--- config.mk ---
export PLATFORM = sky130hd
export DESIGN_NAME = genotype_site_filter_encoder_flat
export DESIGN_NICKNAME = d
export VERILOG_FILES = /design/src/hdl/gsfe_pkg.sv /design/src/hdl/gsfe_req_if.sv /design/src/hdl/gsfe_rsp_if.sv /design/src/hdl/gsfe_csr_if.sv /design/src/hdl/gsfe_regs.sv /design/src/hdl/gsfe_ctrl.sv /design/src/hdl/gsfe_dpath.sv /design/src/hdl/genotype_site_filter_encoder.sv /design/src/flat_wrapper.sv
export SDC_FILE = /design/constraint.sdc
export NUM_CORES = 1
export LEC_CHECK = 0
export BUFFER_PORTS_ARGS = -buffer_cell sky130_fd_sc_hd__buf_2
export CAP_MARGIN = 30
export CORE_MARGIN = 2
export CORE_UTILIZATION = 45
export CTS_CLUSTER_DIAMETER = 200
export DETAILED_ROUTE_END_ITERATION = 12
export SLEW_MARGIN = 15
export SYNTH_ARGS = -nofsm -noshare
export SYNTH_HDL_FRONTEND = slang
export SYNTH_SLANG_ARGS = --single-unit
--- constraint.sdc ---
create_clock -name clock -period 16.1 [get_ports clock]
set_clock_uncertainty 0.15 [all_clocks]
set_input_delay 1.61 -clock clock [delete_from_list [all_inputs] [get_ports clock]]
set_output_delay 1.61 -clock clock [all_outputs]
set_load 0.02 [all_outputs]
--- src/hdl/gsfe_pkg.sv ---
// Package of shared types, constants and symbol tables for the genotype site filter encoder.
`timescale 1ns / 1ps

package gsfe_pkg;

   localparam int MAX_SAMPLES = 64;
   localparam int IDX_W       = (MAX_SAMPLES > 1) ? $clog2(MAX_SAMPLES) : 1;
   localparam int COUNT_W     = $clog2(MAX_SAMPLES + 1);
   localparam int ALLELE_W    = COUNT_W + 1;
   localparam int CODE_W      = 4;
   localparam int VALUE_W     = 2;
   localparam int REASON_W    = 3;
   localparam int CFG_W       = 17;
   localparam int FRAC_W      = 16;
   localparam int PROD_W      = CFG_W + ALLELE_W;
   localparam int BIN_W       = 3;
   localparam int NUM_BINS    = 6;
   localparam int CSR_IDX_W   = 2;

   localparam logic [CODE_W-1:0] CODE_A       = 4'd0;
   localparam logic [CODE_W-1:0] CODE_C       = 4'd1;
   localparam logic [CODE_W-1:0] CODE_G       = 4'd2;
   localparam logic [CODE_W-1:0] CODE_T       = 4'd3;
   localparam logic [CODE_W-1:0] CODE_M       = 4'd4;
   localparam logic [CODE_W-1:0] CODE_R       = 4'd5;
   localparam logic [CODE_W-1:0] CODE_W_HET   = 4'd6;
   localparam logic [CODE_W-1:0] CODE_S       = 4'd7;
   localparam logic [CODE_W-1:0] CODE_Y       = 4'd8;
   localparam logic [CODE_W-1:0] CODE_K       = 4'd9;
   localparam logic [CODE_W-1:0] CODE_N       = 4'd10;
   localparam logic [CODE_W-1:0] CODE_DASH    = 4'd11;
   localparam logic [CODE_W-1:0] CODE_LOWER_N = 4'd12;

   localparam logic [BIN_W-1:0] BIN_UNK  = 3'd0;
   localparam logic [BIN_W-1:0] BIN_A    = 3'd1;
   localparam logic [BIN_W-1:0] BIN_C    = 3'd2;
   localparam logic [BIN_W-1:0] BIN_G    = 3'd3;
   localparam logic [BIN_W-1:0] BIN_T    = 3'd4;
   localparam logic [BIN_W-1:0] BIN_MISS = 3'd5;
   localparam logic [BIN_W-1:0] BIN_NONE = 3'd7;

   localparam logic [VALUE_W-1:0] VAL_BEST    = 2'd0;
   localparam logic [VALUE_W-1:0] VAL_SECOND  = 2'd1;
   localparam logic [VALUE_W-1:0] VAL_MISSING = 2'd2;

   localparam logic [REASON_W-1:0] REASON_NONE     = 3'd0;
   localparam logic [REASON_W-1:0] REASON_MISSING  = 3'd1;
   localparam logic [REASON_W-1:0] REASON_HET      = 3'd2;
   localparam logic [REASON_W-1:0] REASON_MINOR    = 3'd3;
   localparam logic [REASON_W-1:0] REASON_KINDS    = 3'd4;
   localparam logic [REASON_W-1:0] REASON_OVERFLOW = 3'd5;

   localparam logic [CSR_IDX_W-1:0] CSR_MISSING_LIMIT = 2'd0;
   localparam logic [CSR_IDX_W-1:0] CSR_HET_LIMIT     = 2'd1;
   localparam logic [CSR_IDX_W-1:0] CSR_MINOR_FLOOR   = 2'd2;

   localparam logic [CFG_W-1:0] MISSING_LIMIT_RESET = 17'd16384;
   localparam logic [CFG_W-1:0] HET_LIMIT_RESET     = 17'd57672;
   localparam logic [CFG_W-1:0] MINOR_FLOOR_RESET   = 17'd328;

   typedef enum logic [1:0] {
      CHK_MISS  = 2'd0,
      CHK_HET   = 2'd1,
      CHK_MINOR = 2'd2
   } chk_type;

   typedef struct packed {
      logic [CFG_W-1:0] missing_limit;
      logic [CFG_W-1:0] het_limit;
      logic [CFG_W-1:0] minor_floor;
   } cfg_type;

   typedef struct packed {
      logic                accept;
      logic                scan_init;
      logic                scan_step;
      chk_type             chk;
      logic                emit_start;
      logic                emit_put;
      logic                reject_put;
      logic                clear;
      logic [REASON_W-1:0] reason;
   } cmd_type;

   typedef struct packed {
      logic overflow;
      logic scan_done;
      logic check_fail;
      logic kinds_bad;
      logic out_free;
      logic emit_last;
   } status_type;

   // Symbol bin of the first allele of a genotype code.
   function automatic logic [BIN_W-1:0] sym_a(input logic [CODE_W-1:0] code);
      logic [BIN_W-1:0] bin;
      unique case (code) inside
         CODE_A, CODE_M, CODE_R, CODE_W_HET: bin = BIN_A;
         CODE_C, CODE_S, CODE_Y:             bin = BIN_C;
         CODE_G, CODE_K:                     bin = BIN_G;
         CODE_T:                             bin = BIN_T;
         CODE_N, CODE_DASH:                  bin = BIN_MISS;
         default:                            bin = BIN_UNK;
      endcase
      return bin;
   endfunction

   // Symbol bin of the second allele of a genotype code.
   function automatic logic [BIN_W-1:0] sym_b(input logic [CODE_W-1:0] code);
      logic [BIN_W-1:0] bin;
      unique case (code) inside
         CODE_A:                             bin = BIN_A;
         CODE_C, CODE_M:                     bin = BIN_C;
         CODE_G, CODE_R, CODE_S:             bin = BIN_G;
         CODE_T, CODE_W_HET, CODE_Y, CODE_K: bin = BIN_T;
         CODE_N, CODE_DASH:                  bin = BIN_MISS;
         default:                            bin = BIN_UNK;
      endcase
      return bin;
   endfunction

endpackage

--- src/hdl/gsfe_req_if.sv ---
// Request channel interface carrying one genotype token.
`timescale 1ns / 1ps

interface gsfe_req_if;
   import gsfe_pkg::*;

   logic                valid;
   logic                ready;
   logic [CODE_W-1:0]   genotype_code;
   logic                last_sample;

   modport source (output valid, output genotype_code, output last_sample, input ready);
   modport sink (input valid, input genotype_code, input last_sample, output ready);
endinterface

--- src/hdl/gsfe_rsp_if.sv ---
// Result channel interface carrying one encoded sample or site reject.
`timescale 1ns / 1ps

interface gsfe_rsp_if;
   import gsfe_pkg::*;

   logic                valid;
   logic                ready;
   logic [VALUE_W-1:0]  first_value;
   logic [VALUE_W-1:0]  second_value;
   logic                site_pass;
   logic [REASON_W-1:0] reject_reason;
   logic                last_result;

   modport source (output valid, output first_value, output second_value, output site_pass,
                   output reject_reason, output last_result, input ready);
   modport sink (input valid, input first_value, input second_value, input site_pass,
                 input reject_reason, input last_result, output ready);
endinterface

--- src/hdl/gsfe_csr_if.sv ---
// Configuration write channel interface.
`timescale 1ns / 1ps

interface gsfe_csr_if;
   import gsfe_pkg::*;

   logic                 valid;
   logic                 ready;
   logic [CSR_IDX_W-1:0] index;
   logic [CFG_W-1:0]     data;

   modport source (output valid, output index, output data, input ready);
   modport sink (input valid, input index, input data, output ready);
endinterface

--- src/hdl/gsfe_regs.sv ---
// Filter threshold registers written over the configuration channel.
`timescale 1ns / 1ps

module gsfe_regs (
   input  logic              clock,
   input  logic              reset,
   gsfe_csr_if.sink          csr_if,
   output gsfe_pkg::cfg_type cfg
);
   import gsfe_pkg::*;

   cfg_type cfg_ff;
   cfg_type cfg_in;

   assign csr_if.ready = 1'b1;
   assign cfg = cfg_ff;

   always_comb begin
      cfg_in = cfg_ff;
      if (csr_if.valid) begin
         unique case (csr_if.index)
            CSR_MISSING_LIMIT: cfg_in.missing_limit = csr_if.data;
            CSR_HET_LIMIT:     cfg_in.het_limit = csr_if.data;
            CSR_MINOR_FLOOR:   cfg_in.minor_floor = csr_if.data;
            default:           cfg_in = cfg_ff;
         endcase
      end
   end

   always_ff @(posedge clock) begin
      if (reset) begin
         cfg_ff.missing_limit <= MISSING_LIMIT_RESET;
         cfg_ff.het_limit <= HET_LIMIT_RESET;
         cfg_ff.minor_floor <= MINOR_FLOOR_RESET;
      end else begin
         cfg_ff <= cfg_in;
      end
   end

endmodule

--- src/hdl/gsfe_ctrl.sv ---
// Controller state machine sequencing collection, allele scan, filters and emission.
`timescale 1ns / 1ps

module gsfe_ctrl (
   input  logic                 clock,
   input  logic                 reset,
   input  logic                 req_valid,
   input  logic                 req_last,
   output logic                 req_ready,
   input  gsfe_pkg::status_type status,
   output gsfe_pkg::cmd_type    cmd
);
   import gsfe_pkg::*;

   typedef enum logic [7:0] {
      S_IDLE    = 8'b00000001,
      S_SCAN    = 8'b00000010,
      S_MISS    = 8'b00000100,
      S_HET     = 8'b00001000,
      S_MINOR   = 8'b00010000,
      S_REJECT  = 8'b00100000,
      S_EMIT_RD = 8'b01000000,
      S_EMIT    = 8'b10000000
   } state_type;

   state_type           state_ff;
   state_type           state_in;
   logic [REASON_W-1:0] reason_ff;
   logic [REASON_W-1:0] reason_in;

   always_comb begin
      state_in = state_ff;
      reason_in = reason_ff;
      req_ready = 1'b0;
      cmd = '0;
      cmd.chk = CHK_MISS;
      cmd.reason = reason_ff;
      unique case (state_ff)
         S_IDLE: begin
            req_ready = 1'b1;
            if (req_valid) begin
               cmd.accept = 1'b1;
               if (req_last) begin
                  cmd.scan_init = 1'b1;
                  state_in = S_SCAN;
               end
            end
         end
         S_SCAN: begin
            cmd.scan_step = 1'b1;
            if (status.scan_done) begin
               if (status.overflow) begin
                  reason_in = REASON_OVERFLOW;
                  state_in = S_REJECT;
               end else begin
                  state_in = S_MISS;
               end
            end
         end
         S_MISS: begin
            cmd.chk = CHK_MISS;
            if (status.check_fail) begin
               reason_in = REASON_MISSING;
               state_in = S_REJECT;
            end else begin
               state_in = S_HET;
            end
         end
         S_HET: begin
            cmd.chk = CHK_HET;
            if (status.check_fail) begin
               reason_in = REASON_HET;
               state_in = S_REJECT;
            end else begin
               state_in = S_MINOR;
            end
         end
         S_MINOR: begin
            cmd.chk = CHK_MINOR;
            if (status.check_fail) begin
               reason_in = REASON_MINOR;
               state_in = S_REJECT;
            end else if (status.kinds_bad) begin
               reason_in = REASON_KINDS;
               state_in = S_REJECT;
            end else begin
               state_in = S_EMIT_RD;
            end
         end
         S_REJECT: begin
            if (status.out_free) begin
               cmd.reject_put = 1'b1;
               cmd.clear = 1'b1;
               state_in = S_IDLE;
            end
         end
         S_EMIT_RD: begin
            cmd.emit_start = 1'b1;
            state_in = S_EMIT;
         end
         S_EMIT: begin
            if (status.out_free) begin
               cmd.emit_put = 1'b1;
               if (status.emit_last) begin
                  cmd.clear = 1'b1;
                  state_in = S_IDLE;
               end
            end
         end
         default: begin
            state_in = S_IDLE;
         end
      endcase
   end

   always_ff @(posedge clock) begin
      if (reset) begin
         state_ff <= S_IDLE;
      end else begin
         state_ff <= state_in;
      end
   end

   always_ff @(posedge clock) begin
      reason_ff <= reason_in;
   end

endmodule

--- src/hdl/gsfe_dpath.sv ---
// Datapath with sample store, allele counters, scan, filter multiplier and output register.
`timescale 1ns / 1ps

module gsfe_dpath (
   input  logic                          clock,
   input  logic                          reset,
   input  gsfe_pkg::cmd_type             cmd,
   output gsfe_pkg::status_type          status,
   input  gsfe_pkg::cfg_type             cfg,
   input  logic [gsfe_pkg::CODE_W-1:0]   genotype_code,
   gsfe_rsp_if.source                    rsp_if
);
   import gsfe_pkg::*;

   logic [CODE_W-1:0]   store_mem [MAX_SAMPLES];
   logic [CODE_W-1:0]   rd_code_ff;

   logic [ALLELE_W-1:0] allele_ff [NUM_BINS];
   logic [ALLELE_W-1:0] allele_in [NUM_BINS];
   logic [COUNT_W-1:0]  het_ff;
   logic [COUNT_W-1:0]  het_in;
   logic [COUNT_W-1:0]  count_ff;
   logic [COUNT_W-1:0]  count_in;
   logic                overflow_ff;
   logic                overflow_in;
   logic [COUNT_W-1:0]  k_ff;
   logic [COUNT_W-1:0]  k_in;
   logic [COUNT_W-1:0]  k_next;

   logic [BIN_W-1:0]    idx_ff;
   logic [BIN_W-1:0]    idx_in;
   logic [BIN_W-1:0]    best_ff;
   logic [BIN_W-1:0]    best_in;
   logic [BIN_W-1:0]    sec_ff;
   logic [BIN_W-1:0]    sec_in;
   logic [ALLELE_W-1:0] best_c_ff;
   logic [ALLELE_W-1:0] best_c_in;
   logic [ALLELE_W-1:0] sec_c_ff;
   logic [ALLELE_W-1:0] sec_c_in;
   logic [BIN_W-1:0]    kinds_ff;
   logic [BIN_W-1:0]    kinds_in;
   logic [ALLELE_W-1:0] scan_c;

   logic                full;
   logic [BIN_W-1:0]    sa;
   logic [BIN_W-1:0]    sb;

   logic [CFG_W-1:0]    mul_a;
   logic [ALLELE_W-1:0] mul_b;
   logic [PROD_W-1:0]   prod;
   logic [ALLELE_W-1:0] lhs_cnt;
   logic [PROD_W-1:0]   lhs;

   logic                out_free;
   logic                valid_ff;
   logic                valid_in;
   logic [VALUE_W-1:0]  first_ff;
   logic [VALUE_W-1:0]  second_ff;
   logic                pass_ff;
   logic [REASON_W-1:0] reason_ff;
   logic                last_ff;
   logic [2*VALUE_W-1:0] enc;

   // Haplotype pair for one stored token, given the chosen best and second bins.
   function automatic logic [2*VALUE_W-1:0] encode(input logic [CODE_W-1:0] code,
                                                   input logic [BIN_W-1:0] best,
                                                   input logic [BIN_W-1:0] sec);
      logic [2*VALUE_W-1:0] pair;
      pair = {VAL_BEST, VAL_SECOND};
      case (code) inside
         CODE_A, CODE_C, CODE_G, CODE_T: begin
            if (sym_a(code) == best) begin
               pair = {VAL_BEST, VAL_BEST};
            end else if (sym_a(code) == sec) begin
               pair = {VAL_SECOND, VAL_SECOND};
            end
         end
         CODE_N: begin
            if (best != BIN_UNK && sec != BIN_UNK) begin
               pair = {VAL_MISSING, VAL_MISSING};
            end
         end
         CODE_DASH, CODE_LOWER_N: begin
            pair = {VAL_MISSING, VAL_MISSING};
         end
         default: begin
            pair = {VAL_BEST, VAL_SECOND};
         end
      endcase
      return pair;
   endfunction

   assign full = (count_ff == COUNT_W'(MAX_SAMPLES));
   assign sa = sym_a(genotype_code);
   assign sb = sym_b(genotype_code);
   assign k_next = k_ff + COUNT_W'(1);

   always_comb begin
      for (int b = 0; b < NUM_BINS; b++) begin
         allele_in[b] = allele_ff[b];
         if (cmd.clear) begin
            allele_in[b] = '0;
         end else if (cmd.accept && !full) begin
            allele_in[b] = allele_ff[b] + ALLELE_W'(sa == BIN_W'(b))
                           + ALLELE_W'(sb == BIN_W'(b));
         end
      end
      het_in = het_ff;
      count_in = count_ff;
      overflow_in = overflow_ff;
      if (cmd.clear) begin
         het_in = '0;
         count_in = '0;
         overflow_in = 1'b0;
      end else if (cmd.accept) begin
         if (full) begin
            overflow_in = 1'b1;
         end else begin
            count_in = count_ff + COUNT_W'(1);
            het_in = het_ff + COUNT_W'(sa != sb);
         end
      end
      k_in = k_ff;
      if (cmd.emit_start) begin
         k_in = '0;
      end else if (cmd.emit_put) begin
         k_in = k_next;
      end
   end

   // Allele scan, one symbol bin per cycle in ascending order.
   assign scan_c = allele_ff[idx_ff];

   always_comb begin
      idx_in = idx_ff;
      best_in = best_ff;
      sec_in = sec_ff;
      best_c_in = best_c_ff;
      sec_c_in = sec_c_ff;
      kinds_in = kinds_ff;
      if (cmd.scan_init) begin
         idx_in = BIN_UNK;
         best_in = BIN_NONE;
         sec_in = BIN_NONE;
         best_c_in = '0;
         sec_c_in = '0;
         kinds_in = '0;
      end else if (cmd.scan_step) begin
         idx_in = idx_ff + BIN_W'(1);
         if (scan_c != '0) begin
            kinds_in = kinds_ff + BIN_W'(1);
            if (scan_c > best_c_ff) begin
               sec_in = best_ff;
               sec_c_in = best_c_ff;
               best_in = idx_ff;
               best_c_in = scan_c;
            end else if (scan_c >= sec_c_ff) begin
               sec_in = idx_ff;
               sec_c_in = scan_c;
            end
         end
      end
   end

   // Cross-multiplied threshold test, one filter per cycle on a shared multiplier.
   always_comb begin
      unique case (cmd.chk)
         CHK_MISS: begin
            mul_a = cfg.missing_limit;
            mul_b = {count_ff, 1'b0};
            lhs_cnt = allele_ff[BIN_MISS];
         end
         CHK_HET: begin
            mul_a = cfg.het_limit;
            mul_b = ALLELE_W'(count_ff);
            lhs_cnt = ALLELE_W'(het_ff);
         end
         default: begin
            mul_a = cfg.minor_floor;
            mul_b = {count_ff, 1'b0};
            lhs_cnt = sec_c_ff;
         end
      endcase
   end

   assign prod = mul_a * mul_b;
   assign lhs = PROD_W'({lhs_cnt, FRAC_W'(0)});

   assign status.check_fail = (cmd.chk == CHK_MINOR) ? (lhs < prod) : (lhs > prod);
   assign status.overflow = overflow_ff;
   assign status.scan_done = (idx_ff == BIN_T);
   assign status.kinds_bad = (kinds_ff != BIN_W'(2));
   assign status.out_free = out_free;
   assign status.emit_last = (k_next == count_ff);

   assign out_free = !valid_ff || rsp_if.ready;
   assign enc = encode(rd_code_ff, best_ff, sec_ff);

   always_comb begin
      valid_in = valid_ff;
      if (cmd.emit_put || cmd.reject_put) begin
         valid_in = 1'b1;
      end else if (rsp_if.ready) begin
         valid_in = 1'b0;
      end
   end

   always_ff @(posedge clock) begin
      if (cmd.accept && !full) begin
         store_mem[count_ff[IDX_W-1:0]] <= genotype_code;
      end
      if (cmd.emit_start) begin
         rd_code_ff <= store_mem[IDX_W'(0)];
      end else if (cmd.emit_put) begin
         rd_code_ff <= store_mem[k_next[IDX_W-1:0]];
      end
   end

   always_ff @(posedge clock) begin
      if (reset) begin
         for (int b = 0; b < NUM_BINS; b++) begin
            allele_ff[b] <= '0;
         end
         het_ff <= '0;
         count_ff <= '0;
         overflow_ff <= 1'b0;
         valid_ff <= 1'b0;
      end else begin
         allele_ff <= allele_in;
         het_ff <= het_in;
         count_ff <= count_in;
         overflow_ff <= overflow_in;
         valid_ff <= valid_in;
      end
   end

   always_ff @(posedge clock) begin
      k_ff <= k_in;
      idx_ff <= idx_in;
      best_ff <= best_in;
      sec_ff <= sec_in;
      best_c_ff <= best_c_in;
      sec_c_ff <= sec_c_in;
      kinds_ff <= kinds_in;
      if (cmd.emit_put) begin
         first_ff <= enc[2*VALUE_W-1:VALUE_W];
         second_ff <= enc[VALUE_W-1:0];
         pass_ff <= 1'b1;
         reason_ff <= REASON_NONE;
         last_ff <= status.emit_last;
      end else if (cmd.reject_put) begin
         first_ff <= VAL_BEST;
         second_ff <= VAL_BEST;
         pass_ff <= 1'b0;
         reason_ff <= cmd.reason;
         last_ff <= 1'b1;
      end
   end

   assign rsp_if.valid = valid_ff;
   assign rsp_if.first_value = first_ff;
   assign rsp_if.second_value = second_ff;
   assign rsp_if.site_pass = pass_ff;
   assign rsp_if.reject_reason = reason_ff;
   assign rsp_if.last_result = last_ff;

`ifndef NO_ASSERTIONS
   a_count_bound: assert property (@(posedge clock) disable iff (reset)
      count_ff <= COUNT_W'(MAX_SAMPLES))
      else $error("sample count beyond store depth");

   a_overflow_full: assert property (@(posedge clock) disable iff (reset)
      overflow_ff |-> full)
      else $error("overflow flagged with store not full");

   a_load_free: assert property (@(posedge clock) disable iff (reset)
      (cmd.emit_put || cmd.reject_put) |-> out_free)
      else $error("output register loaded while a result is held");
`endif

endmodule

--- src/hdl/genotype_site_filter_encoder.sv ---
// Top level of the genotype site filter encoder.
`timescale 1ns / 1ps
//
//   Channel  Direction  Carries
//   req_if   in         genotype_code, last_sample (one request per sample token)
//   rsp_if   out        first_value, second_value, site_pass, reject_reason, last_result
//   csr_if   in         index, data (threshold register write)
//
// Each token is written to the sample store at its own address.
// After the last token of a site of n samples: an allele scan on the count registers,
// the filter checks in turn on one shared 17x8 multiplier, then either one reject
// result or a store read and n results at one per cycle from the output register.
// Reset is synchronous and active high; it restores the thresholds and clears the counters.
// req_if.ready is low from the last token until the site's final result is loaded;
// a low rsp_if.ready stalls the result pass.

module genotype_site_filter_encoder (
   input logic        clock,
   input logic        reset,
   gsfe_req_if.sink   req_if,
   gsfe_rsp_if.source rsp_if,
   gsfe_csr_if.sink   csr_if
);
   import gsfe_pkg::*;

   cfg_type    cfg;
   cmd_type    cmd;
   status_type status;

   gsfe_regs u_regs (
      .clock  (clock),
      .reset  (reset),
      .csr_if (csr_if),
      .cfg    (cfg)
   );

   gsfe_ctrl u_ctrl (
      .clock     (clock),
      .reset     (reset),
      .req_valid (req_if.valid),
      .req_last  (req_if.last_sample),
      .req_ready (req_if.ready),
      .status    (status),
      .cmd       (cmd)
   );

   gsfe_dpath u_dpath (
      .clock         (clock),
      .reset         (reset),
      .cmd           (cmd),
      .status        (status),
      .cfg           (cfg),
      .genotype_code (req_if.genotype_code),
      .rsp_if        (rsp_if)
   );

endmodule

--- src/flat_wrapper.sv ---
// flat-port wrapper written by rule: the top's interface ports become plain ports
module genotype_site_filter_encoder_flat import gsfe_pkg::*;
  (clock, reset, req_if_valid, req_if_genotype_code, req_if_last_sample, req_if_ready, rsp_if_valid, rsp_if_first_value, rsp_if_second_value, rsp_if_site_pass, rsp_if_reject_reason, rsp_if_last_result, rsp_if_ready, csr_if_valid, csr_if_index, csr_if_data, csr_if_ready);
  gsfe_req_if req_if_i ();
  gsfe_rsp_if rsp_if_i ();
  gsfe_csr_if csr_if_i ();
  input logic clock;
  input logic reset;
  input wire logic [$bits(req_if_i.valid)-1:0] req_if_valid;
  input wire logic [$bits(req_if_i.genotype_code)-1:0] req_if_genotype_code;
  input wire logic [$bits(req_if_i.last_sample)-1:0] req_if_last_sample;
  output wire logic [$bits(req_if_i.ready)-1:0] req_if_ready;
  output wire logic [$bits(rsp_if_i.valid)-1:0] rsp_if_valid;
  output wire logic [$bits(rsp_if_i.first_value)-1:0] rsp_if_first_value;
  output wire logic [$bits(rsp_if_i.second_value)-1:0] rsp_if_second_value;
  output wire logic [$bits(rsp_if_i.site_pass)-1:0] rsp_if_site_pass;
  output wire logic [$bits(rsp_if_i.reject_reason)-1:0] rsp_if_reject_reason;
  output wire logic [$bits(rsp_if_i.last_result)-1:0] rsp_if_last_result;
  input wire logic [$bits(rsp_if_i.ready)-1:0] rsp_if_ready;
  input wire logic [$bits(csr_if_i.valid)-1:0] csr_if_valid;
  input wire logic [$bits(csr_if_i.index)-1:0] csr_if_index;
  input wire logic [$bits(csr_if_i.data)-1:0] csr_if_data;
  output wire logic [$bits(csr_if_i.ready)-1:0] csr_if_ready;
  assign req_if_i.valid = req_if_valid;
  assign req_if_i.genotype_code = req_if_genotype_code;
  assign req_if_i.last_sample = req_if_last_sample;
  assign req_if_ready = req_if_i.ready;
  assign rsp_if_valid = rsp_if_i.valid;
  assign rsp_if_first_value = rsp_if_i.first_value;
  assign rsp_if_second_value = rsp_if_i.second_value;
  assign rsp_if_site_pass = rsp_if_i.site_pass;
  assign rsp_if_reject_reason = rsp_if_i.reject_reason;
  assign rsp_if_last_result = rsp_if_i.last_result;
  assign rsp_if_i.ready = rsp_if_ready;
  assign csr_if_i.valid = csr_if_valid;
  assign csr_if_i.index = csr_if_index;
  assign csr_if_i.data = csr_if_data;
  assign csr_if_ready = csr_if_i.ready;
  genotype_site_filter_encoder u_core (.clock(clock), .reset(reset), .req_if(req_if_i), .rsp_if(rsp_if_i), .csr_if(csr_if_i));
endmodule
==> results of run 1 <==
==> metrics by stage <==
stage	util (%)	std cells	hold WS, ns	setup slack, ns
2_1_floorplan	-	2034	0.273	7.99
3_3_place_gp	47.0	2683	0.283	7.10
3_5_place_dp	47.0	2685	0.290	6.73
4_1_cts	49.8	2766	0.300	6.71
5_1_grt	49.9	2769	0.328	6.34
6_report	49.9	2769	0.294	7.02
==> final cells by class <==
type / instances / area share [%]
multi-input combinational: 1363 / 43.1
sequential: 429 / 44.1
clock buffer: 59 / 4.81
clock inverter: 22 / 0.783
tap: 680 / 3.33
timing repair buffer: 66 / 1.71
antenna: 1 / 0.00979
inverter: 149 / 2.19
==> logic make-up after synthesis <==
logic type      Yosys count
simple gates            715
flops                   429
compound gates          245
buf+inv                 242
fa+ha+maj               180
mux                     146
xor+xnor                 76
other cells               1
==> per-layer routing <==
metal / routed length [um] / part of all wire, % / vias up
met3: 3350 / 6.1 / 79
met5: 0 / 0 / -
met2: 24700 / 45 / 463
met1: 25400 / 46 / 7656
met4: 1260 / 2.3 / 0
li1: - / - / 7223
==> power by group <==
group,internal (mW),total [mW],switching [mW]
logic,0.0613,0.172,0.111
clock network,0.586,1.01,0.427
registers,1.18,1.19,0.0140
==> cells in the final DEF (no fill, tap or decap), types with 40 or more instances in the layout <==
cell / n
nor2_1: 301
edfxtp_1: 267
nand2_1: 205
dfxtp_1: 161
inv_1: 148
fa_1: 96
mux4_2: 92
a21oi_1: 89
ha_1: 83
xor2_1: 58
nand3_1: 57
clkbuf_16: 45
mux2i_1: 40
==> registers in the layout (all words and copies together), names as in the netlist, 2 cells and up <==
| register | count |
|---|---|
| u_core.u_dpath.sec_c_ff | 8 |
| u_core.u_dpath.store_mem | 256 |
| u_core.u_dpath.rsp_if.reject_reason | 3 |
| u_core.u_dpath.k_ff | 7 |
| u_core.u_dpath.sec_ff | 3 |
| u_core.u_dpath.rsp_if.second_value | 2 |
| u_core.u_regs.cfg | 51 |
| u_core.u_dpath.rd_code_ff | 4 |
| u_core.u_ctrl.reason_ff | 3 |
| u_core.u_dpath.count_ff | 7 |
| u_core.u_dpath.het_ff | 7 |
| u_core.u_dpath.idx_ff | 3 |
| u_core.u_ctrl.state_ff | 8 |
| u_core.u_dpath.best_ff | 3 |
| u_core.u_dpath.allele_ff | 48 |
| u_core.u_dpath.best_c_ff | 8 |
| u_core.u_dpath.kinds_ff | 3 |
==> critical path: cells and delay by family, from the launching register on <==
kind                       cells  cell delay (ns)
adders and majority gates      6             2.83
and+or+nand+nor               12             2.18
AOI/OAI and AO/OA              8             2.17
buffers and inverters          4             0.82
DFF                            1             0.46
xor gates and xnor gates       1             0.12
==> final timing paths <==
kind,to,slack [ns],cells past startpoint
worst max register to register,u_core.u_ctrl.reason_ff[0],7.02,31
worst min register to register,u_core.u_dpath.rsp_if.site_pass,0.29,2
worst min-delay path,u_core.u_dpath.rsp_if.site_pass,0.29,2
worst max-delay path,u_core.u_ctrl.reason_ff[0],7.02,31
==> summary.json, run 1 <==
{
  "detail_route.vias_per_cell": {"value": 5.57},
  "path_clk_slew": {"value": 0.06, "unit": "ns"},
  "grt_usage": {"value": 21.1, "unit": "%"},
  "setup.worst_path.start_class": {"value": "flop"},
  "fp.dieW": {"value": 231, "unit": "um"},
  "detail_route.drc_violations": {"value": 0},
  "synthMostInstantiatedCell": {"value": "nor2_1"},
  "critPathMaxFanout": {"value": 44},
  "ys_seq_area_share": {"value": 48.5, "unit": "%"},
  "number_of_instances_in_the_synthesized_netlist": {"value": 2034},
  "status": {"value": "completed"},
  "detailroute.via_count": {"value": 15400},
  "met1_usage": {"value": 30.6, "unit": "%"},
  "fp.dieH": {"value": 231, "unit": "um"},
  "totalWireLength": {"value": 54.8, "unit": "mm"},
  "fmaxAchievable": {"value": 0.110, "unit": "GHz"},
  "numPortBuffers": {"value": 39},
  "synth_top_family_by_area": {"value": "simple AND/OR/NAND/NOR gates"},
  "cts.hold.buffers_added": {"value": 0},
  "timing.final.hold_violations": {"value": 0},
  "post_route_cells_drive_above_1_share": {"value": 12.8, "unit": "%"},
  "synthTopCellsByArea": {"value": "edfxtp_1, dfxtp_1, mux4_2, fa_1, nor2_1"},
  "grt-ovfl-total": {"value": 0},
  "worst_setup_path_end_kind": {"value": "flop"},
  "synthAdderAreaFrac": {"value": 12.8, "unit": "%"},
  "layout_worst_path_cycle_share": {"value": 56.4, "unit": "%"},
  "critical_path_required": {"value": 16.22, "unit": "ns"},
  "cts_tree": {"value": "done"},
  "postSynth.asyncResetShare": {"value": 0, "unit": "%"},
  "boundaryPins": {"value": 41},
  "timing_max_transition_violations_final": {"value": 0},
  "final-seq-area": {"value": 11300, "unit": "um2"},
  "syn2layout_area_growth": {"value": 10.1, "unit": "%"},
  "synth_commonest_cells": {"value": "nor2_1, edfxtp_1, nand2_1"},
  "core-area": {"value": 51200, "unit": "um2"},
  "first_pass_iters": {"value": 8},
  "synthesis.yosys.warnings": {"value": 0},
  "drv.max_cap_violation_count": {"value": 0},
  "num_rows": {"value": 83},
  "detail_route.wl_per_cell": {"value": 19.8, "unit": "um"},
  "fp.dieArea": {"value": 53400, "unit": "um2"},
  "xor_xnor_portion_of_the_synthesized_cell_area": {"value": 2.90, "unit": "%"},
  "synthDominantCellAreaShare": {"value": 34.5, "unit": "%"},
  "reg2reg_from": {"value": "u_core.u_ctrl.state_ff[1]"},
  "fill_cells": {"value": 4486},
  "syn-cell-area": {"value": 23200, "unit": "um2"},
  "launch_instance_of_the_worst_min_delay_path": {"value": "u_core.u_dpath.rsp_if.site_pass"},
  "clock-sinks": {"value": 429},
  "grt_util_met2": {"value": 32.8, "unit": "%"},
  "worst-endpoint-arrival": {"value": 9.20, "unit": "ns"},
  "yosys_most_used_dff": {"value": "edfxtp_1"},
  "finalWeightedCongestion": {"value": 0.843},
  "worstSkewPairLatency": {"value": 0.58, "unit": "ns"},
  "cts_made_buffers": {"value": 45},
  "synth_cell_type_count": {"value": 70},
  "synth_top_cell_by_area": {"value": "edfxtp_1"},
  "slew_headroom": {"value": 37.3, "unit": "%"},
  "grt_first_pass_wirelength": {"value": 88.0, "unit": "mm"},
  "final_cell_area_excluding_filler_cells": {"value": 25600, "unit": "um2"},
  "powerDensity": {"value": 93.1, "unit": "nW/um2"},
  "synth.avg_cell_area": {"value": 11.4, "unit": "um2"},
  "muxShareOfSynthArea": {"value": 11.3, "unit": "%"},
  "number_of_flops_mapped_to_enable_cells_by_yosys": {"value": 267},
  "grt_start_max_net_pins": {"value": 73},
  "multi_input_comb_area": {"value": 11000, "unit": "um2"},
  "syn-num-nets": {"value": 2243},
  "grt_antenna_before_repair": {"value": 1},
  "setup_violations": {"value": 0},
  "grt_most_used_layer": {"value": "met2"},
  "synth_compound_area_share": {"value": 6.55, "unit": "%"},
  "path_class": {"value": "reg -> reg"},
  "postCtsSetupRepairBufs": {"value": 0},
  "total_number_of_h_tree_levels": {"value": 2},
  "floorplan.initialDensity": {"value": 45.3, "unit": "%"},
  "crit_slowest_cell": {"value": "fa_1"},
  "min_path_type": {"value": "reg -> reg"},
  "cts-resized-gates": {"value": 0},
  "leakagePower": {"value": 9.42, "unit": "nW"},
  "global_route.usage.met3": {"value": 3.72, "unit": "%"},
  "fin_tns_setup": {"value": 0, "unit": "ns"},
  "first_global_vias": {"value": 15600},
  "rsz_0062_raised_after_global_routing": {"value": "false"},
  "initialDrtViolationCount": {"value": 1307},
  "dpl.hpwl": {"value": 37.8, "unit": "mm"},
  "timing.critical_path.from": {"value": "u_core.u_ctrl.state_ff[1]"},
  "ys_ff_latch": {"value": 429},
  "final_nets": {"value": 2263},
  "max_slew.worst_pin.slew": {"value": 0.941, "unit": "ns"},
  "clock-root-buffer": {"value": "clkbuf_16"},
  "synth_simple_gate_area_share": {"value": 13.7, "unit": "%"},
  "clock_tree.buffer_depth": {"value": 3},
  "number_of_routed_nets_with_antenna_violations": {"value": 0},
  "layout_min_cycle_time": {"value": 9.08, "unit": "ns"},
  "post_dp_cell_area": {"value": 24100, "unit": "um2"},
  "critical_path.max_stage_delay": {"value": 0.54, "unit": "ns"},
  "vdd_drop_max": {"value": 0.0000644, "unit": "V"},
  "total_power": {"value": 2.38, "unit": "mW"}
}
Note: power is estimated with default switching activity, not from simulation.
==> run 2: changes to the inputs <==
--- a/config.mk
+++ b/config.mk
@@ -5,6 +5,7 @@
 export SDC_FILE = /design/constraint.sdc
 export NUM_CORES = 1
 export LEC_CHECK = 0
+export ABC_AREA = 1
 export BUFFER_PORTS_ARGS = -buffer_cell sky130_fd_sc_hd__buf_2
 export CAP_MARGIN = 30
 export CORE_MARGIN = 2
==> constraint.sdc (replaced) <==
create_clock -name clock -period 8.7 [get_ports clock]
set_clock_uncertainty 0.15 [all_clocks]
set_input_delay 0.87 -clock clock [delete_from_list [all_inputs] [get_ports clock]]
set_output_delay 0.87 -clock clock [all_outputs]
set_load 0.02 [all_outputs]
==> summary.json, run 2 <==
{
  "ys_ff_latch": {"value": 429, "change": "unchanged"},
  "global_route.usage.met3": {"value": 2.97, "unit": "%", "change": "was 3.72%"},
  "cpLargestDelayFamily": {"value": "adder cells", "change": "unchanged"},
  "layout.cells.most_common_list": {"value": "nor2_1, nand2_1, inv_1, edfxtp_1, o21ai_0", "change": "was nor2_1, edfxtp_1, nand2_1, dfxtp_1, inv_1"},
  "grt_start_max_net_pins": {"value": 102, "change": "was 73"},
  "timing_max_transition_violations_final": {"value": 0, "change": "unchanged"},
  "worstSkewPairLatency": {"value": 0.59, "unit": "ns", "change": "was 0.58 ns"},
  "critical_path.max_stage_delay": {"value": 0.56, "unit": "ns", "change": "was 0.54 ns"},
  "critical_path_required": {"value": 8.89, "unit": "ns", "change": "was 16.22 ns"},
  "synth_commonest_cells": {"value": "nor2_1, nand2_1, inv_1", "change": "was nor2_1, edfxtp_1, nand2_1"},
  "dpl.hpwl": {"value": 43.5, "unit": "mm", "change": "was 37.8 mm"},
  "ys_seq_area_share": {"value": 47.3, "unit": "%", "change": "was 48.5%"},
  "first_pass_iters": {"value": 6, "change": "was 8"},
  "grt_most_used_layer": {"value": "met2", "change": "unchanged"},
  "layout_min_cycle_time": {"value": 7.97, "unit": "ns", "change": "was 9.08 ns"},
  "power.internal": {"value": 3.44, "unit": "mW", "change": "was 1.83 mW"},
  "numPortBuffers": {"value": 39, "change": "unchanged"},
  "critPathBufInv": {"value": 11, "change": "was 4"},
  "final_cell_area_excluding_filler_cells": {"value": 26100, "unit": "um2", "change": "was 25600 um2"},
  "worst_setup_path_end_kind": {"value": "flop", "change": "unchanged"},
  "fill_cells": {"value": 4937, "change": "was 4486"},
  "vdd_drop_max": {"value": 0.000137, "unit": "V", "change": "was 0.0000644 V"},
  "grt_util_met2": {"value": 38.8, "unit": "%", "change": "was 32.8%"},
  "postSynth.asyncResetShare": {"value": 0, "unit": "%", "change": "unchanged"},
  "final_nets": {"value": 2915, "change": "was 2263"},
  "setup.worst_path.start_class": {"value": "flop", "change": "unchanged"},
  "detail_route.wl_per_cell": {"value": 18.2, "unit": "um", "change": "was 19.8 um"},
  "grt_usage": {"value": 23.1, "unit": "%", "change": "was 21.1%"},
  "synthesis.yosys.warnings": {"value": 0, "change": "unchanged"},
  "fin_tns_setup": {"value": 0, "unit": "ns", "change": "unchanged"},
  "initialDrtViolationCount": {"value": 1486, "change": "was 1307"},
  "path_clk_slew": {"value": 0.06, "unit": "ns", "change": "about the same"},
  "synth_top_cell_by_area": {"value": "edfxtp_1", "change": "unchanged"},
  "post_route_cells_drive_above_1_share": {"value": 6.92, "unit": "%", "change": "was 12.8%"},
  "synthMostInstantiatedCell": {"value": "nor2_1", "change": "unchanged"},
  "rsz_0062_raised_after_global_routing": {"value": "false", "change": "unchanged"},
  "layout_worst_path_cycle_share": {"value": 91.6, "unit": "%", "change": "was 56.4%"},
  "total_number_of_h_tree_levels": {"value": 2, "change": "unchanged"},
  "totalWireLength": {"value": 62.5, "unit": "mm", "change": "was 54.8 mm"},
  "combPwrFrac": {"value": 12.5, "unit": "%", "change": "was 7.2%"},
  "clock_tree.buffer_depth": {"value": 3, "change": "unchanged"},
  "synth.avg_cell_area": {"value": 8.81, "unit": "um2", "change": "was 11.4 um2"},
  "yosys_most_used_dff": {"value": "edfxtp_1", "change": "unchanged"},
  "drv.max_cap_violation_count": {"value": 0, "change": "unchanged"},
  "fmaxAchievable": {"value": 0.125, "unit": "GHz", "change": "was 0.110 GHz"},
  "number_of_flops_mapped_to_enable_cells_by_yosys": {"value": 267, "change": "unchanged"},
  "fp.dieW": {"value": 234, "unit": "um", "change": "was 231 um"},
  "synthTopCellsByArea": {"value": "edfxtp_1, dfxtp_1, nor2_1, fa_1, o21ai_0", "change": "was edfxtp_1, dfxtp_1, mux4_2, fa_1, nor2_1"},
  "crit_top_cell": {"value": "inv_1"},
  "worst-endpoint-arrival": {"value": 8.16, "unit": "ns", "change": "was 9.20 ns"},
  "post_dp_cell_area": {"value": 24600, "unit": "um2", "change": "was 24100 um2"},
  "timing.final.hold_violations": {"value": 0, "change": "unchanged"},
  "grt_antenna_before_repair": {"value": 0, "change": "was 1"},
  "detail_route.vias_per_cell": {"value": 5.44, "change": "was 5.57"},
  "cts_tree": {"value": "done", "change": "unchanged"},
  "switching_share": {"value": 26.8, "unit": "%", "change": "was 23.2%"},
  "leakagePower": {"value": 10.2, "unit": "nW", "change": "was 9.42 nW"},
  "cts_made_buffers": {"value": 47, "change": "was 45"},
  "p_clk_share": {"value": 40.0, "unit": "%", "change": "was 42.6%"},
  "syn-cell-area": {"value": 23800, "unit": "um2", "change": "was 23200 um2"},
  "max_slew.worst_pin.slew": {"value": 0.931, "unit": "ns", "change": "was 0.941 ns"},
  "critPathMaxFanout": {"value": 7, "change": "was 44"},
  "syn-num-nets": {"value": 2912, "change": "was 2243"},
  "grt_first_pass_wirelength": {"value": 99.1, "unit": "mm", "change": "was 88.0 mm"},
  "detailroute.via_count": {"value": 18700, "change": "was 15400"},
  "status": {"value": "completed", "change": "unchanged"},
  "core-area": {"value": 52400, "unit": "um2", "change": "was 51200 um2"},
  "grt-ovfl-total": {"value": 0, "change": "unchanged"},
  "crit_slowest_cell": {"value": "fa_1", "change": "unchanged"},
  "finalWeightedCongestion": {"value": 0.887, "change": "was 0.843"},
  "num_rows": {"value": 84, "change": "was 83"},
  "netSwitchingPower": {"value": 1.26, "unit": "mW", "change": "was 552 uW"},
  "min_path_type": {"value": "reg -> reg", "change": "unchanged"},
  "clock-root-buffer": {"value": "clkbuf_16", "change": "unchanged"},
  "synth_cell_type_count": {"value": 52, "change": "was 70"},
  "synthDominantCellAreaShare": {"value": 33.7, "unit": "%", "change": "was 34.5%"},
  "fp.dieArea": {"value": 54800, "unit": "um2", "change": "was 53400 um2"},
  "cts.hold.buffers_added": {"value": 0, "change": "unchanged"},
  "detail_route.drc_violations": {"value": 0, "change": "unchanged"},
  "met1_usage": {"value": 30.9, "unit": "%", "change": "was 30.6%"},
  "power.sequential.fraction": {"value": 47.4, "unit": "%", "change": "was 50.2%"},
  "powerDensity": {"value": 180, "unit": "nW/um2", "change": "was 93.1 nW/um2"},
  "final_common_cell": {"value": "nor2_1", "change": "unchanged"},
  "boundaryPins": {"value": 41, "change": "unchanged"},
  "setup_violations": {"value": 0, "change": "unchanged"},
  "first_global_vias": {"value": 18500, "change": "was 15600"},
  "slew_headroom": {"value": 37.9, "unit": "%", "change": "was 37.3%"},
  "num_antenna_cells": {"value": 0, "change": "was 1"},
  "path_class": {"value": "reg -> reg", "change": "unchanged"},
  "floorplan.initialDensity": {"value": 45.4, "unit": "%", "change": "was 45.3%"},
  "number_of_routed_nets_with_antenna_violations": {"value": 0, "change": "unchanged"},
  "max_reg_flops": {"value": 256, "change": "unchanged"},
  "fp.dieH": {"value": 234, "unit": "um", "change": "was 231 um"},
  "number_of_instances_in_the_synthesized_netlist": {"value": 2703, "change": "was 2034"},
  "syn2layout_area_growth": {"value": 9.59, "unit": "%", "change": "was 10.1%"},
  "clock-sinks": {"value": 429, "change": "unchanged"}
}
-- run 2: routing by layer --
layer,routed length (um),up-vias
met3,3290,101
met2,29900,566
li1,-,9023
met5,0,-
met1,27600,8995
met4,1710,0
-- run 2: what timing repair did --
item	CTS	global route
setup endpoints to repair	0	9
buffers inserted	0	4
hold endpoints to repair	0	0
gates resized for setup	0	10
-- run 2: metrics by stage --
stage          hold WS (ns)  util (%)  power [mW]  worst slack (ns)  std cells
2_1_floorplan         0.249         -        2.67              1.53       2703
3_3_place_gp          0.289      46.8        2.84             0.608       3338
3_5_place_dp          0.284      46.8        2.85             0.462       3340
4_1_cts               0.298      49.6        4.73             0.419       3427
5_1_grt               0.322      49.8        4.90            0.0366       3432
6_report              0.299      49.8        4.70             0.729       3432
-- run 2: final cells by class --
class	count	area (um2)	share of cell area [%]
Sequential cell	429	11300	43.2
Tap cell	688	861	3.30
Timing Repair Buffer	70	468	1.79
Clock buffer	60	1290	4.93
Inverter	329	1240	4.75
Multi-Input combinational cell	1829	10800	41.4
Clock inverter	27	168	0.642
-- run 2: logic make-up (layout without fill, tap and decap cells) --
kind of cell               count (synthesis)  after routing  share of synthesized area [%]
AOI/OAI and AO/OA                        547            547                           12.7
xor gates and xnor gates                  34             34                           1.31
adders and majority gates                180            180                           12.5
buffers and inverters                    445            486                           7.42
DFF                                      429            429                           47.3
other                                      1              1                         0.0157
and+or+nand+nor                         1067           1067                           18.8
-- run 2: path summary, 6_finish.rpt --
| path | from | endpoint | slack, ns | cells past startpoint |
|---|---|---|---|---|
| worst max-delay path | u_core.u_ctrl.state_ff[3] | u_core.u_ctrl.reason_ff[1] | 0.73 | 45 |
| worst min-delay path | u_core.u_dpath.overflow_ff | u_core.u_ctrl.state_ff[2] | 0.30 | 1 |
| worst max register to register | u_core.u_ctrl.state_ff[3] | u_core.u_ctrl.reason_ff[1] | 0.73 | 45 |
| worst min register to register | u_core.u_dpath.overflow_ff | u_core.u_ctrl.state_ff[2] | 0.30 | 1 |
-- run 2: power by group through the flow --
stage	sequential [mW]	clock, mW	combinational [mW]
finish	2.23	1.88	0.588
CTS	2.23	1.92	0.582
global placement	2.27	0	0.567
global route	2.23	2.00	0.666
floorplan	2.26	0	0.410
detailed placement	2.27	0	0.579
-- run 2: worst register-to-register path, delay by kind of cell, from the launching register on --
family                     cells  cell delay, ns
adders and majority gates      6            2.80
xor gates and xnor gates       1            0.17
buffers and inverters         11            1.18
DFF                            1            0.35
and+or+nand+nor               24            2.57
AOI/OAI and AO/OA              3            0.53
==> run 3: changes to the inputs <==
--- a/config.mk
+++ b/config.mk
@@ -15,4 +15,5 @@
 export SLEW_MARGIN = 15
 export SYNTH_ARGS = -nofsm -noshare
 export SYNTH_HDL_FRONTEND = slang
+export SYNTH_HIERARCHICAL = 1
 export SYNTH_SLANG_ARGS = --single-unit
==> summary.json, run 3 <==
{
  "num_antenna_cells": {"value": 0, "change": "unchanged"},
  "number_of_instances_in_the_synthesized_netlist": {"value": 2936, "change": "was 2703"},
  "switching_share": {"value": 40.1, "unit": "%", "change": "was 26.8%"},
  "number_of_routed_nets_with_antenna_violations": {"value": 0, "change": "unchanged"},
  "synth_top_cell_by_area": {"value": "edfxtp_1", "change": "unchanged"},
  "dpl.hpwl": {"value": 44.0, "unit": "mm", "change": "was 43.5 mm"},
  "layout.cells.most_common_list": {"value": "nor2_1, nand2_1, inv_1, edfxtp_1, o21ai_0", "change": "unchanged"},
  "max_reg_flops": {"value": 256, "change": "unchanged"},
  "power.sequential.fraction": {"value": 33.8, "unit": "%", "change": "was 47.4%"},
  "final_common_cell": {"value": "nor2_1", "change": "unchanged"},
  "synthesis.yosys.warnings": {"value": 6, "change": "was 0"},
  "critical_path.max_stage_delay": {"value": 0.60, "unit": "ns", "change": "was 0.56 ns"},
  "fin_tns_setup": {"value": 0, "unit": "ns", "change": "unchanged"},
  "synthDominantCellAreaShare": {"value": 32.4, "unit": "%", "change": "was 33.7%"},
  "syn-cell-area": {"value": 24700, "unit": "um2", "change": "was 23800 um2"},
  "first_global_vias": {"value": 19400, "change": "was 18500"},
  "setup_violations": {"value": 0, "change": "unchanged"},
  "post-place-ws": {"value": 0.174, "unit": "ns", "change": "was 0.462 ns"},
  "fill_cells": {"value": 5104, "change": "was 4937"},
  "crit_slowest_cell": {"value": "fa_1", "change": "unchanged"},
  "detail_route.wl_per_cell": {"value": 17.3, "unit": "um", "change": "was 18.2 um"},
  "layout_worst_path_cycle_share": {"value": 93.4, "unit": "%", "change": "was 91.6%"},
  "cts_tree": {"value": "done", "change": "unchanged"},
  "clock-sinks": {"value": 429, "change": "unchanged"},
  "grt_start_max_net_pins": {"value": 86, "change": "was 102"},
  "ys_ff_latch": {"value": 429, "change": "unchanged"},
  "first_pass_iters": {"value": 6, "change": "unchanged"},
  "cts-resized-gates": {"value": 0, "change": "unchanged"},
  "post_route_cells_drive_above_1_share": {"value": 7.37, "unit": "%", "change": "was 6.92%"},
  "detail_route.vias_per_cell": {"value": 5.39, "change": "was 5.44"},
  "total_number_of_h_tree_levels": {"value": 2, "change": "unchanged"},
  "totalWireLength": {"value": 63.5, "unit": "mm", "change": "was 62.5 mm"},
  "finalWeightedCongestion": {"value": 0.879, "change": "was 0.887"},
  "numPortBuffers": {"value": 39, "change": "unchanged"},
  "power.internal": {"value": 4.28, "unit": "mW", "change": "was 3.44 mW"},
  "detailroute.via_count": {"value": 19800, "change": "was 18700"},
  "grt_first_pass_wirelength": {"value": 102, "unit": "mm", "change": "was 99.1 mm"},
  "postCtsSetupRepairBufs": {"value": 0, "change": "unchanged"},
  "whs_path_depth": {"value": 1, "change": "unchanged"},
  "clock_tree.buffer_depth": {"value": 3, "change": "unchanged"},
  "leakagePower": {"value": 11.3, "unit": "nW", "change": "was 10.2 nW"},
  "cts.hold.buffers_added": {"value": 0, "change": "unchanged"},
  "floorplan.initialDensity": {"value": 45.7, "unit": "%", "change": "was 45.4%"},
  "synthTopCellsByArea": {"value": "edfxtp_1, dfxtp_1, fa_1, nor2_1, nand2_1", "change": "was edfxtp_1, dfxtp_1, nor2_1, fa_1, o21ai_0"},
  "clock-root-buffer": {"value": "clkbuf_16", "change": "unchanged"},
  "xor_xnor_portion_of_the_synthesized_cell_area": {"value": 0.809, "unit": "%", "change": "was 1.31%"},
  "min_path_type": {"value": "reg -> reg", "change": "unchanged"},
  "synthMostInstantiatedCell": {"value": "nor2_1", "change": "unchanged"},
  "boundaryPins": {"value": 41, "change": "unchanged"},
  "initialDrtViolationCount": {"value": 1482, "change": "was 1486"},
  "synth_top_family_by_area": {"value": "simple AND/OR/NAND/NOR gates", "change": "unchanged"},
  "netSwitchingPower": {"value": 2.86, "unit": "mW", "change": "was 1.26 mW"},
  "worst-endpoint-arrival": {"value": 8.31, "unit": "ns", "change": "was 8.16 ns"},
  "combPwrFrac": {"value": 37.6, "unit": "%", "change": "was 12.5%"},
  "muxShareOfSynthArea": {"value": 0, "unit": "%", "change": "unchanged"},
  "grt_antenna_before_repair": {"value": 0, "change": "unchanged"},
  "fmaxAchievable": {"value": 0.123, "unit": "GHz", "change": "was 0.125 GHz"},
  "cts_made_buffers": {"value": 48, "change": "was 47"},
  "p_clk_share": {"value": 28.6, "unit": "%", "change": "was 40.0%"},
  "grt_usage": {"value": 22.5, "unit": "%", "change": "was 23.1%"},
  "r2r_cells": {"value": 45, "change": "unchanged"},
  "slew_headroom": {"value": 38.8, "unit": "%", "change": "was 37.9%"},
  "synth_simple_gate_area_share": {"value": 21.6, "unit": "%", "change": "was 18.8%"},
  "worst_setup_path_end_kind": {"value": "flop", "change": "unchanged"},
  "timing_max_transition_violations_final": {"value": 0, "change": "unchanged"},
  "critPathMaxFanout": {"value": 17, "change": "was 7"},
  "critical_path_required": {"value": 8.88, "unit": "ns", "change": "was 8.89 ns"},
  "status": {"value": "completed", "change": "unchanged"},
  "synth_compound_area_share": {"value": 11.4, "unit": "%", "change": "was 12.7%"},
  "syn2layout_area_growth": {"value": 9.68, "unit": "%", "change": "was 9.59%"},
  "synth_commonest_cells": {"value": "nor2_1, nand2_1, inv_1", "change": "unchanged"},
  "fp.dieW": {"value": 238, "unit": "um", "change": "was 234 um"},
  "synth.avg_cell_area": {"value": 8.43, "unit": "um2", "change": "was 8.81 um2"},
  "worstSkewPairLatency": {"value": 0.61, "unit": "ns", "change": "was 0.59 ns"},
  "num_rows": {"value": 85, "change": "was 84"},
  "final_nets": {"value": 3142, "change": "was 2915"},
  "timing.final.hold_violations": {"value": 0, "change": "unchanged"},
  "fp.dieArea": {"value": 56900, "unit": "um2", "change": "was 54800 um2"},
  "path_class": {"value": "reg -> reg", "change": "unchanged"},
  "synthAdderAreaFrac": {"value": 12.0, "unit": "%", "change": "was 12.5%"},
  "fin_ws": {"value": 0.570, "unit": "ns", "change": "was 0.729 ns"},
  "grt-ovfl-total": {"value": 0, "change": "unchanged"},
  "setup.worst_path.start_class": {"value": "flop", "change": "unchanged"},
  "syn-num-nets": {"value": 3145, "change": "was 2912"},
  "drv.max_cap_violation_count": {"value": 0, "change": "unchanged"},
  "powerDensity": {"value": 263, "unit": "nW/um2", "change": "was 180 nW/um2"},
  "detail_route.drc_violations": {"value": 0, "change": "unchanged"},
  "fp.dieH": {"value": 238, "unit": "um", "change": "was 234 um"},
  "vdd_drop_max": {"value": 0.000425, "unit": "V", "change": "was 0.000137 V"},
  "max_slew.worst_pin.slew": {"value": 0.911, "unit": "ns", "change": "was 0.931 ns"},
  "core-area": {"value": 54100, "unit": "um2", "change": "was 52400 um2"},
  "yosys_most_used_dff": {"value": "edfxtp_1", "change": "unchanged"},
  "ys_seq_area_share": {"value": 45.5, "unit": "%", "change": "was 47.3%"},
  "postSynth.asyncResetShare": {"value": 0, "unit": "%", "change": "unchanged"},
  "rsz_0062_raised_after_global_routing": {"value": "false", "change": "unchanged"},
  "layout_min_cycle_time": {"value": 8.13, "unit": "ns", "change": "was 7.97 ns"},
  "number_of_flops_mapped_to_enable_cells_by_yosys": {"value": 267, "change": "unchanged"},
  "synth_cell_type_count": {"value": 57, "change": "was 52"},
  "path_clk_slew": {"value": 0.06, "unit": "ns", "change": "about the same"}
}
run 3: kinds of logic after synthesis:
group	count (synthesis)
buf+inv	535
xor+xnor	22
other cells	1
compound gates	493
simple gates	1276
flops	429
fa+ha+maj	180
run 3: final cells by class:
class                   instances  area (um2)  share of cell area [%]
flip-flops and latches        429       11300                    41.5
well taps                     696         871                    3.21
inverters                     409        1540                    5.68
clock inverters                20         234                   0.862
multi-input cells            1972       11400                    42.0
repair buffers                 73         463                    1.71
clock buffers                  69        1370                    5.05
run 3: path summary, 6_finish.rpt:
check,start,end,slack (ns)
min reg2reg,u_core/u_dpath/allele_ff[7],u_core/u_dpath/allele_ff[7],0.31
min,u_core/u_dpath/allele_ff[7],u_core/u_dpath/allele_ff[7],0.31
max reg2reg,u_core/u_ctrl/state_ff[7],u_core/u_ctrl/reason_ff[1],0.57
max,u_core/u_ctrl/state_ff[7],u_core/u_ctrl/reason_ff[1],0.57
run 3: per-layer routing:
metal,GRT usage (%),share of wire (%)
met3,3.19,6.0
met5,0,0
met4,7.18,2.8
met2,36.9,46
met1,31.0,45
run 3: power groups by stage:
stage                     Clock, mW  Combinational (mW)  Sequential (mW)
after floorplan                   0                2.05             2.39
final                          2.04                2.68             2.41
after CTS                      2.09                2.67             2.41
after global routing           2.16                3.02             2.43
after global placement            0                2.60             2.45
after detailed placement          0                2.65             2.45
run 3: critical path: cells and delay by family (launching register included):
kind / cells / cell delay [ns]
xor gates and xnor gates: 1 / 0.15
DFF: 1 / 0.42
buffers and inverters: 8 / 0.89
adders and majority gates: 6 / 2.79
and+or+nand+nor: 25 / 2.67
AOI/OAI and AO/OA: 5 / 0.77
run 3: metrics by stage:
step,area (um2),hold slack (ns),power [mW],util (%),std cells
5_1_grt,27100,0.330,7.62,50.1,3668
3_3_place_gp,25500,0.279,5.05,47.0,3577
6_report,27100,0.308,7.14,50.1,3668
3_5_place_dp,25500,0.296,5.11,47.1,3578
2_1_floorplan,24700,0.272,4.44,-,2936
4_1_cts,27100,0.305,7.17,50.0,3667
